--- config.mk ---
export PLATFORM = sky130hd
export DESIGN_NAME = framed_seven_segment_scanner
export DESIGN_NICKNAME = d
export VERILOG_FILES = /design/src/rtl/core/fsss_pkg.sv /design/src/rtl/core/fsss_receiver.sv /design/src/rtl/core/fsss_scanner.sv /design/src/rtl/core/fsss_skid.sv /design/src/rtl/core/framed_seven_segment_scanner.sv
export SDC_FILE = /design/constraint.sdc
export NUM_CORES = 1
export LEC_CHECK = 0
export ABC_CLOCK_PERIOD_IN_PS = 2700
export BUFFER_PORTS_ARGS = -buffer_cell sky130_fd_sc_hd__buf_2
export CAP_MARGIN = 40
export CORE_MARGIN = 4
export CORE_UTILIZATION = 55
export CTS_CLUSTER_SIZE = 40
export DETAILED_ROUTE_END_ITERATION = 10
export HOLD_SLACK_MARGIN = 0.08
export MAX_ROUTING_LAYER = met4
export PLACE_DENSITY = 0.86
export SYNTH_ARGS = -nofsm -noshare
export SYNTH_HDL_FRONTEND = slang
export SYNTH_SLANG_ARGS = --single-unit
--- constraint.sdc ---
create_clock -name i_clk -period 2.7 [get_ports i_clk]
set_input_delay 0.405 -clock i_clk [delete_from_list [all_inputs] [get_ports i_clk]]
set_output_delay 0.405 -clock i_clk [all_outputs]
set_load 0.05 [all_outputs]
--- src/rtl/core/fsss_pkg.sv ---
// Package: shared types, constants and the glyph decoder of the seven-segment scanner.
package fsss_pkg;

    localparam int DIGIT_COUNT_DEF = 6;
    localparam int STORE_DEPTH_DEF = 15;
    localparam int DOT_SLOT_DEF    = 8;

    localparam int DIGIT_MAX   = 8;
    localparam int DIGIT_W     = 3;
    localparam int GLYPH_COUNT = 18;
    localparam int SLICE_COUNT = 4;
    localparam int PHASE_W     = 3;
    localparam int CFG_IDX_W   = 2;

    localparam logic [7:0] FRAME_START = 8'h80;
    localparam logic [7:0] FRAME_END   = 8'hFE;
    localparam logic [7:0] BLANK_RST   = 8'd5;
    localparam logic [7:0] SLICE_RST   = 8'd2;
    localparam logic [7:0] DOT_RST     = 8'd8;

    localparam logic [PHASE_W-1:0] PHASE_BLANK = '0;

    localparam logic OP_BYTE = 1'b0;
    localparam logic OP_TICK = 1'b1;

    localparam logic [CFG_IDX_W-1:0] CFG_BLANK_TICKS = 2'd0;
    localparam logic [CFG_IDX_W-1:0] CFG_SLICE_TICKS = 2'd1;

    typedef struct packed {
        logic       operation;
        logic [7:0] rx_byte;
    } t_in_item;

    typedef struct packed {
        logic [7:0]         digit_select_n;
        logic [7:0]         segment_drive;
        logic [DIGIT_W-1:0] digit_number;
    } t_out_item;

    typedef struct packed {
        logic                 valid;
        logic [CFG_IDX_W-1:0] index;
        logic [7:0]           data;
    } t_cfg_wr;

    typedef logic [DIGIT_MAX-1:0][7:0] t_digit_array;

    function automatic logic [7:0] glyph(input logic [7:0] code);
        logic [7:0] pat;
        case (code)
            8'd0:    pat = 8'h3f;
            8'd1:    pat = 8'h06;
            8'd2:    pat = 8'h5b;
            8'd3:    pat = 8'h4f;
            8'd4:    pat = 8'h66;
            8'd5:    pat = 8'h6d;
            8'd6:    pat = 8'h7d;
            8'd7:    pat = 8'h07;
            8'd8:    pat = 8'h7f;
            8'd9:    pat = 8'h6f;
            8'd10:   pat = 8'h77;
            8'd11:   pat = 8'h7c;
            8'd12:   pat = 8'h39;
            8'd13:   pat = 8'h5e;
            8'd14:   pat = 8'h79;
            8'd15:   pat = 8'h71;
            8'd16:   pat = 8'h3d;
            8'd17:   pat = 8'h76;
            default: pat = 8'h00;
        endcase
        return pat;
    endfunction

endpackage

--- src/rtl/core/fsss_receiver.sv ---
// Frame receiver: receive slots, slot index, shown digits and dot position.
module fsss_receiver #(
    parameter int DIGIT_COUNT = fsss_pkg::DIGIT_COUNT_DEF,
    parameter int STORE_DEPTH = fsss_pkg::STORE_DEPTH_DEF,
    parameter int DOT_SLOT    = fsss_pkg::DOT_SLOT_DEF
) (
    input  logic                   i_clk,
    input  logic                   i_rst_n,
    input  logic                   i_byte_valid,
    input  logic [7:0]             i_byte,
    output fsss_pkg::t_digit_array o_shown,
    output logic [7:0]             o_dot
);
    import fsss_pkg::*;

    localparam int IDX_W = $clog2(STORE_DEPTH + 1);
    localparam int ADR_W = $clog2(STORE_DEPTH);

    logic [7:0]       r_store [STORE_DEPTH];
    logic [IDX_W-1:0] r_index;
    t_digit_array     r_shown;
    logic [7:0]       r_dot;
    logic [7:0]       n_dot;

    generate
        if (DOT_SLOT < STORE_DEPTH) begin : g_dot_in
            assign n_dot = r_store[ADR_W'(DOT_SLOT)];
        end else begin : g_dot_out
            assign n_dot = 8'd0;
        end
    endgenerate

    always_ff @(posedge i_clk) begin
        if (!i_rst_n) begin
            r_index <= '0;
            r_shown <= '0;
            r_dot   <= DOT_RST;
            for (int k = 0; k < STORE_DEPTH; k++) begin
                r_store[k] <= 8'd0;
            end
        end else if (i_byte_valid) begin
            if (i_byte == FRAME_START) begin
                r_index <= '0;
            end else if (i_byte == FRAME_END) begin
                for (int m = 0; m < DIGIT_COUNT; m++) begin
                    r_shown[m] <= r_store[m];
                end
                r_dot   <= n_dot;
                r_index <= '0;
            end else if (r_index < IDX_W'(STORE_DEPTH)) begin
                r_store[r_index[ADR_W-1:0]] <= i_byte;
                r_index <= r_index + 1'b1;
            end
        end
    end

    assign o_shown = r_shown;
    assign o_dot   = r_dot;

    property p_index_bound;
        @(posedge i_clk) disable iff (!i_rst_n)
            r_index <= IDX_W'(STORE_DEPTH);
    endproperty
    a_index_bound: assert property (p_index_bound)
        else $error("receive index beyond store depth");

    property p_frame_end_clears;
        @(posedge i_clk) disable iff (!i_rst_n)
            (i_byte_valid && i_byte == FRAME_END) |=> (r_index == '0);
    endproperty
    a_frame_end_clears: assert property (p_frame_end_clears)
        else $error("frame end did not restart the slot index");

endmodule

--- src/rtl/core/fsss_scanner.sv ---
// Scanner: tick timing registers, scan position and segment pattern of one tick.
module fsss_scanner #(
    parameter int DIGIT_COUNT = fsss_pkg::DIGIT_COUNT_DEF
) (
    input  logic                   i_clk,
    input  logic                   i_rst_n,
    input  logic                   i_tick,
    input  fsss_pkg::t_cfg_wr      i_cfg,
    input  fsss_pkg::t_digit_array i_shown,
    input  logic [7:0]             i_dot,
    output fsss_pkg::t_out_item    o_result
);
    import fsss_pkg::*;

    logic [7:0]         r_blank_ticks;
    logic [7:0]         r_slice_ticks;
    logic [DIGIT_W-1:0] r_scan_digit;
    logic [PHASE_W-1:0] r_scan_phase;
    logic [7:0]         r_phase_ticks;

    logic [DIGIT_W-1:0] n_scan_digit;
    logic [PHASE_W-1:0] n_scan_phase;
    logic [7:0]         n_phase_ticks;

    logic [7:0]         len;
    logic [8:0]         ticks_inc;
    logic [DIGIT_W:0]   digit_inc;
    logic [7:0]         code;
    logic [7:0]         pattern;
    logic [1:0]         slice;
    logic [7:0]         mask;

    always_ff @(posedge i_clk) begin
        if (!i_rst_n) begin
            r_blank_ticks <= BLANK_RST;
            r_slice_ticks <= SLICE_RST;
        end else if (i_cfg.valid) begin
            case (i_cfg.index)
                CFG_BLANK_TICKS: r_blank_ticks <= i_cfg.data;
                CFG_SLICE_TICKS: r_slice_ticks <= i_cfg.data;
                default:         ;
            endcase
        end
    end

    always_comb begin
        len = (r_scan_phase == PHASE_BLANK) ? r_blank_ticks : r_slice_ticks;
        if (len == 8'd0) begin
            len = 8'd1;
        end
        ticks_inc     = {1'b0, r_phase_ticks} + 9'd1;
        digit_inc     = {1'b0, r_scan_digit} + 1'b1;
        n_phase_ticks = ticks_inc[7:0];
        n_scan_phase  = r_scan_phase;
        n_scan_digit  = r_scan_digit;
        if (ticks_inc >= {1'b0, len}) begin
            n_phase_ticks = 8'd0;
            if (r_scan_phase >= PHASE_W'(SLICE_COUNT)) begin
                n_scan_phase = PHASE_BLANK;
                if (digit_inc >= (DIGIT_W + 1)'(DIGIT_COUNT)) begin
                    n_scan_digit = '0;
                end else begin
                    n_scan_digit = digit_inc[DIGIT_W-1:0];
                end
            end else begin
                n_scan_phase = r_scan_phase + 1'b1;
            end
        end
    end

    always_ff @(posedge i_clk) begin
        if (!i_rst_n) begin
            r_scan_digit  <= '0;
            r_scan_phase  <= PHASE_BLANK;
            r_phase_ticks <= 8'd0;
        end else if (i_tick) begin
            r_scan_digit  <= n_scan_digit;
            r_scan_phase  <= n_scan_phase;
            r_phase_ticks <= n_phase_ticks;
        end
    end

    always_comb begin
        code    = i_shown[r_scan_digit];
        pattern = glyph(code);
        if (code < 8'(GLYPH_COUNT) && i_dot == 8'(r_scan_digit)) begin
            pattern[7] = 1'b1;
        end
        slice = 2'(r_scan_phase - 1'b1);
        mask  = 8'b11 << {slice, 1'b0};
        o_result.digit_select_n = ~(8'd1 << r_scan_digit);
        o_result.segment_drive  = (r_scan_phase == PHASE_BLANK) ? 8'd0 : (pattern & mask);
        o_result.digit_number   = r_scan_digit;
    end

    property p_phase_bound;
        @(posedge i_clk) disable iff (!i_rst_n)
            r_scan_phase <= PHASE_W'(SLICE_COUNT);
    endproperty
    a_phase_bound: assert property (p_phase_bound)
        else $error("scan phase beyond last slice");

    property p_digit_bound;
        @(posedge i_clk) disable iff (!i_rst_n)
            {1'b0, r_scan_digit} < (DIGIT_W + 1)'(DIGIT_COUNT);
    endproperty
    a_digit_bound: assert property (p_digit_bound)
        else $error("scan digit beyond digit count");

endmodule

--- src/rtl/core/fsss_skid.sv ---
// Output stage: result register plus skid register toward the output channel.
module fsss_skid (
    input  logic                i_clk,
    input  logic                i_rst_n,
    input  logic                i_push,
    input  fsss_pkg::t_out_item i_data,
    output logic                o_full,
    output logic                o_valid,
    input  logic                i_stall,
    output fsss_pkg::t_out_item o_data
);
    import fsss_pkg::*;

    logic      r_main_valid;
    logic      r_skid_valid;
    t_out_item r_main;
    t_out_item r_skid;

    always_ff @(posedge i_clk) begin
        if (!i_rst_n) begin
            r_main_valid <= 1'b0;
            r_skid_valid <= 1'b0;
        end else if (!r_main_valid || !i_stall) begin
            if (r_skid_valid) begin
                r_main_valid <= 1'b1;
                r_skid_valid <= 1'b0;
            end else begin
                r_main_valid <= i_push;
            end
        end else if (i_push) begin
            r_skid_valid <= 1'b1;
        end
    end

    always_ff @(posedge i_clk) begin
        if (!r_main_valid || !i_stall) begin
            r_main <= r_skid_valid ? r_skid : i_data;
        end else if (i_push) begin
            r_skid <= i_data;
        end
    end

    assign o_full  = r_skid_valid;
    assign o_valid = r_main_valid;
    assign o_data  = r_main;

    property p_skid_needs_main;
        @(posedge i_clk) disable iff (!i_rst_n)
            r_skid_valid |-> r_main_valid;
    endproperty
    a_skid_needs_main: assert property (p_skid_needs_main)
        else $error("skid register holds an item while result register is empty");

    property p_push_lands;
        @(posedge i_clk) disable iff (!i_rst_n)
            i_push |=> r_main_valid;
    endproperty
    a_push_lands: assert property (p_push_lands)
        else $error("pushed item was lost");

endmodule

--- src/rtl/core/framed_seven_segment_scanner.sv ---
// Top level: framed serial bytes in, one multiplexed seven-segment scan item per tick out.
// Every input item, byte or tick, is taken while o_in_stall is low; a new one can follow in
// the next cycle; a tick's scan item goes into the output or skid register, bytes give
// none. The output register and a one-entry skid register let the input keep flowing for one
// extra result while the output is stalled; o_in_stall rises only when that skid register is
// occupied. Configuration writes are always ready and take effect on the next tick.
module framed_seven_segment_scanner #(
    parameter int DIGIT_COUNT = fsss_pkg::DIGIT_COUNT_DEF,
    parameter int STORE_DEPTH = fsss_pkg::STORE_DEPTH_DEF,
    parameter int DOT_SLOT    = fsss_pkg::DOT_SLOT_DEF
) (
    input  logic                               i_clk,
    input  logic                               i_rst_n,
    input  logic                               i_in_valid,
    output logic                               o_in_stall,
    input  fsss_pkg::t_in_item                 i_in_data,
    output logic                               o_out_valid,
    input  logic                               i_out_stall,
    output fsss_pkg::t_out_item                o_out_data,
    input  logic                               i_cfg_valid,
    output logic                               o_cfg_ready,
    input  logic [fsss_pkg::CFG_IDX_W-1:0]     i_cfg_index,
    input  logic [7:0]                         i_cfg_data
);
    import fsss_pkg::*;

    logic         in_accept;
    logic         byte_valid;
    logic         tick;
    logic         skid_full;
    t_cfg_wr      cfg;
    t_digit_array shown;
    logic [7:0]   dot;
    t_out_item    result;

    assign o_in_stall  = skid_full;
    assign o_cfg_ready = 1'b1;
    assign in_accept   = i_in_valid && !skid_full;
    assign byte_valid  = in_accept && (i_in_data.operation == OP_BYTE);
    assign tick        = in_accept && (i_in_data.operation == OP_TICK);

    assign cfg.valid = i_cfg_valid;
    assign cfg.index = i_cfg_index;
    assign cfg.data  = i_cfg_data;

    fsss_receiver #(
        .DIGIT_COUNT (DIGIT_COUNT),
        .STORE_DEPTH (STORE_DEPTH),
        .DOT_SLOT    (DOT_SLOT)
    ) u_receiver (
        .i_clk        (i_clk),
        .i_rst_n      (i_rst_n),
        .i_byte_valid (byte_valid),
        .i_byte       (i_in_data.rx_byte),
        .o_shown      (shown),
        .o_dot        (dot)
    );

    fsss_scanner #(
        .DIGIT_COUNT (DIGIT_COUNT)
    ) u_scanner (
        .i_clk    (i_clk),
        .i_rst_n  (i_rst_n),
        .i_tick   (tick),
        .i_cfg    (cfg),
        .i_shown  (shown),
        .i_dot    (dot),
        .o_result (result)
    );

    fsss_skid u_skid (
        .i_clk   (i_clk),
        .i_rst_n (i_rst_n),
        .i_push  (tick),
        .i_data  (result),
        .o_full  (skid_full),
        .o_valid (o_out_valid),
        .i_stall (i_out_stall),
        .o_data  (o_out_data)
    );

endmodule
==> results.json <==
{
  "grt_overflow": 0,
  "grt_max_degree": 57,
  "violations": "negative setup slack",
  "crit_path_frequent_cell": "nand2b_4",
  "multiInputGateArea_sq_um": 3760,
  "cts_buffers": 17,
  "initialDrtViolationCount": 512,
  "power_density_nw_per_um2": 576,
  "std_cell_rows": 44,
  "cts_root_buf": "clkbuf_16",
  "maxCapViolCount": 0,
  "hp-start": "i_cfg_data[4]",
  "hold_path_class": "in2reg",
  "synth_seq_area_share_pct": 55.5,
  "slew_viol_final": 0,
  "die_area_sq_um": 17300,
  "setup_tns_ps": -516,
  "cp_max_fo": 5,
  "layout-drive-gt1-share_pct": 22.4,
  "relSlewSlack_pct": 48.5,
  "critPathRequiredTime_ps": 2990,
  "top_level_ports": 46,
  "peakVddDrop_mv": 0.494,
  "cp-end-kind": "register",
  "postRouteWirelength_um": 18800,
  "r2r_start": "u_scanner.r_scan_phase[0]$_SDFFE_PN0P_",
  "regToRegEndpoint": "u_scanner.r_scan_phase[1]$_SDFFE_PN0P_",
  "post-route-util_pct": 68.3,
  "setup_viol": 10,
  "ys_warn_count": 0,
  "ant_nets": 0,
  "fill_cells": 1032,
  "ff2ff_path_depth": 15,
  "worst_pin_slew_ps": 772,
  "first_pass_iters": 5,
  "fp.dieH_um": 132,
  "syn2layout_area_growth_pct": 19.9,
  "cts_hold_buffers": 0,
  "wire_per_inst_um": 17.2,
  "synth_fp_nets": 873,
  "final_nets": 949,
  "cts_num_sinks": 186,
  "synth_edf_count": 94,
  "layout_common_cells": "151 x nand2_1, 94 x edfxtp_1, 85 x dfxtp_1",
  "layout_commonest_cell": "nand2_1",
  "ys_seq_elements": 186,
  "hold_ws_ps": 220,
  "vias_per_cell": 5.73,
  "synthCells": 820,
  "period_share_pct": 104,
  "finalHoldViolations": 0,
  "reg2reg_slack_ps": -100,
  "syn_area_per_cell_sq_um": 10.2,
  "total_leakage_power_nw": 3.76,
  "cts_tree": "built",
  "ff_latch_area_sq_um": 4670,
  "gp_congestion": 0.914,
  "timing.final.ws_setup_ps": -104,
  "antenna_found_initial": 0,
  "fin_crit_ps": 2800,
  "cp_data_arrival_time_ps": 3100,
  "die_w_um": 132,
  "drc": 0,
  "crit_type": "reg2reg",
  "syn_area_sq_um": 8400,
  "post-dp-hpwl_um": 11700,
  "cp-start-kind": "register",
  "skew_ps": 17.0,
  "placed_cells": 1052,
  "final_cells": 1093,
  "worst_hold_path.endpoint": "u_scanner.r_slice_ticks[4]$_SDFFE_PN0P_",
  "grt_pass1_wl_um": 30100,
  "timing.fmax_mhz": 357,
  "p_total_mw": 5.80,
  "io_buffers": 44,
  "crit_path_cell_trace": "inv_2, ha_4, nand2b_4, buf_12, mux2i_4, nand4_1, o21ai_1, ha_1, nand2b_4, a21o_1, a21oi_2, o211ai_1, buf_4, nand4b_1, a21oi_1",
  "crit_slowest_cell": "dfxtp_2",
  "ys.flop_type": "edfxtp_1",
  "htree_levels": 4,
  "status": "finished, violations left",
  "start_util_pct": 56.9,
  "synth_cell_types": 66,
  "grt_usage_pct": 22.1,
  "cpPeakStageDelay_ps": 340,
  "timing.hold.worst_path_depth": 3,
  "clk_path_buf_depth": 2,
  "vias": 6265,
  "core_area_sq_um": 14800,
  "rsz0062_at_grt": "true",
  "grt_pass1_vias": 6061,
  "antenna_cells": 0,
  "clk_latency_ps": 440,
  "clk_pin_slew_ps": 80,
  "ys_async_sr_fraction_pct": 0
}
logic make-up (layout without fill, tap and decap cells):
kind of cell / after synthesis / in the layout / synth area share [%]
compound gates: 130 / 130 / 9.20
xor+xnor: 16 / 16 / 1.67
fa+ha+maj: 29 / 29 / 4.32
buf+inv: 64 / 153 / 3.07
flops: 186 / 186 / 55.5
mux: 50 / 50 / 6.29
other cells: 1 / 1 / 0.0446
simple gates: 344 / 344 / 19.9
state kept, by name, summed over array words and instances, names as in the netlist:
| register | flops |
|---|---|
| u_scanner.r_slice_ticks | 8 |
| u_receiver.r_store | 56 |
| u_receiver.o_shown | 48 |
| u_skid.o_data | 19 |
| u_scanner.r_phase_ticks | 8 |
| u_skid.r_skid | 19 |
| u_scanner.r_blank_ticks | 8 |
| u_receiver.o_dot | 8 |
| u_skid.o_full | 1 |
| u_scanner.r_scan_digit | 3 |
| u_receiver.r_index | 4 |
| u_skid.o_valid | 1 |
| u_scanner.r_scan_phase | 3 |
worst max-delay path, delay by kind of cell, from the launching register on:
kind                     cells  cell delay [ps]
AO/OA/AOI/OAI                5              780
flip-flops                   1              340
buffers and inverters        3              400
multiplexers                 1              250
AND/OR/NAND/NOR              4              440
adder cells (fa/ha/maj)      2              420
repair_timing:
item / 4_1_cts / 5_1_grt
setup endpoints to repair: 14 / 27
buffers inserted: 6 / 4
pin swaps: 9 / 22
gates cloned: 1 / 0
gates resized for setup: 30 / 36
metal layers:
| metal | vias to the layer above | track usage (%) | part of all wire (%) |
|---|---|---|---|
| met5 | - | - | 0 |
| met4 | 0 | 8.75 | 2.7 |
| li1 | 2998 | - | - |
| met3 | 45 | 3.63 | 4.8 |
| met2 | 213 | 36.0 | 49 |
| met1 | 3009 | 27.6 | 43 |
Yosys cell counts (all sizes together), types with 8 or more instances:
cell type / count / area (sq um)
nand2: 151 / 567
dfxtp: 92 / 1840
edfxtp: 94 / 2820
nand3: 19 / 100
mux2: 9 / 105
mux2i: 40 / 400
xnor2: 10 / 87.6
and3: 8 / 50.1
inv: 16 / 60.1
o21ai: 20 / 104
a21oi: 75 / 375
and2: 57 / 357
nor3: 12 / 65.1
ha: 29 / 363
clkbuf: 37 / 140
nand2b: 12 / 75.1
nor2: 51 / 191
buf: 10 / 53.8
per-stage QoR:
step | area, sq um | setup slack, ps
floorplan | 8410 | 6.08
global placement | 9090 | 13.8
detailed placement | 9090 | -113
CTS | 9910 | -33.3
global route | 10100 | -258
finish | 10100 | -104
where the power goes:
| group | internal [mW] | total (mW) | switching, mW |
|---|---|---|---|
| registers | 3.01 | 3.03 | 0.0248 |
| clock network | 1.25 | 2.49 | 1.24 |
| logic | 0.0951 | 0.277 | 0.182 |
| total | 4.35 | 5.80 | 1.45 |
layout make-up:
type                       instances  share of cell area (%)
timing repair buffer             104                    7.23
multi-input combinational        570                    37.4
sequential                       186                    46.4
inverter                          17                   0.634
clock buffer                      17                    4.22
clock inverter                    15                    1.85
tap                              184                    2.29
worst max path at each step:
stage,endpoint,start,cells past startpoint
final,u_scanner.r_scan_phase[1]$_SDFFE_PN0P_,u_scanner.r_scan_phase[0]$_SDFFE_PN0P_,15
after global routing,u_scanner.r_scan_phase[2]$_SDFFE_PN0P_,u_scanner.r_scan_phase[1]$_SDFFE_PN0P_,16
after CTS,u_scanner.r_scan_phase[0]$_SDFFE_PN0P_,u_scanner.r_scan_phase[1]$_SDFFE_PN0P_,16
after detailed placement,u_scanner.r_scan_phase[0]$_SDFFE_PN0P_,u_scanner.r_scan_phase[0]$_SDFFE_PN0P_,15
after global placement,u_scanner.r_phase_ticks[1]$_SDFFE_PN0P_,u_scanner.r_scan_phase[0]$_SDFFE_PN0P_,14
after floorplan,u_scanner.r_scan_digit[0]$_SDFFE_PN0P_,u_scanner.r_scan_phase[0]$_SDFFE_PN0P_,14
(Power assumes the default switching activity.)
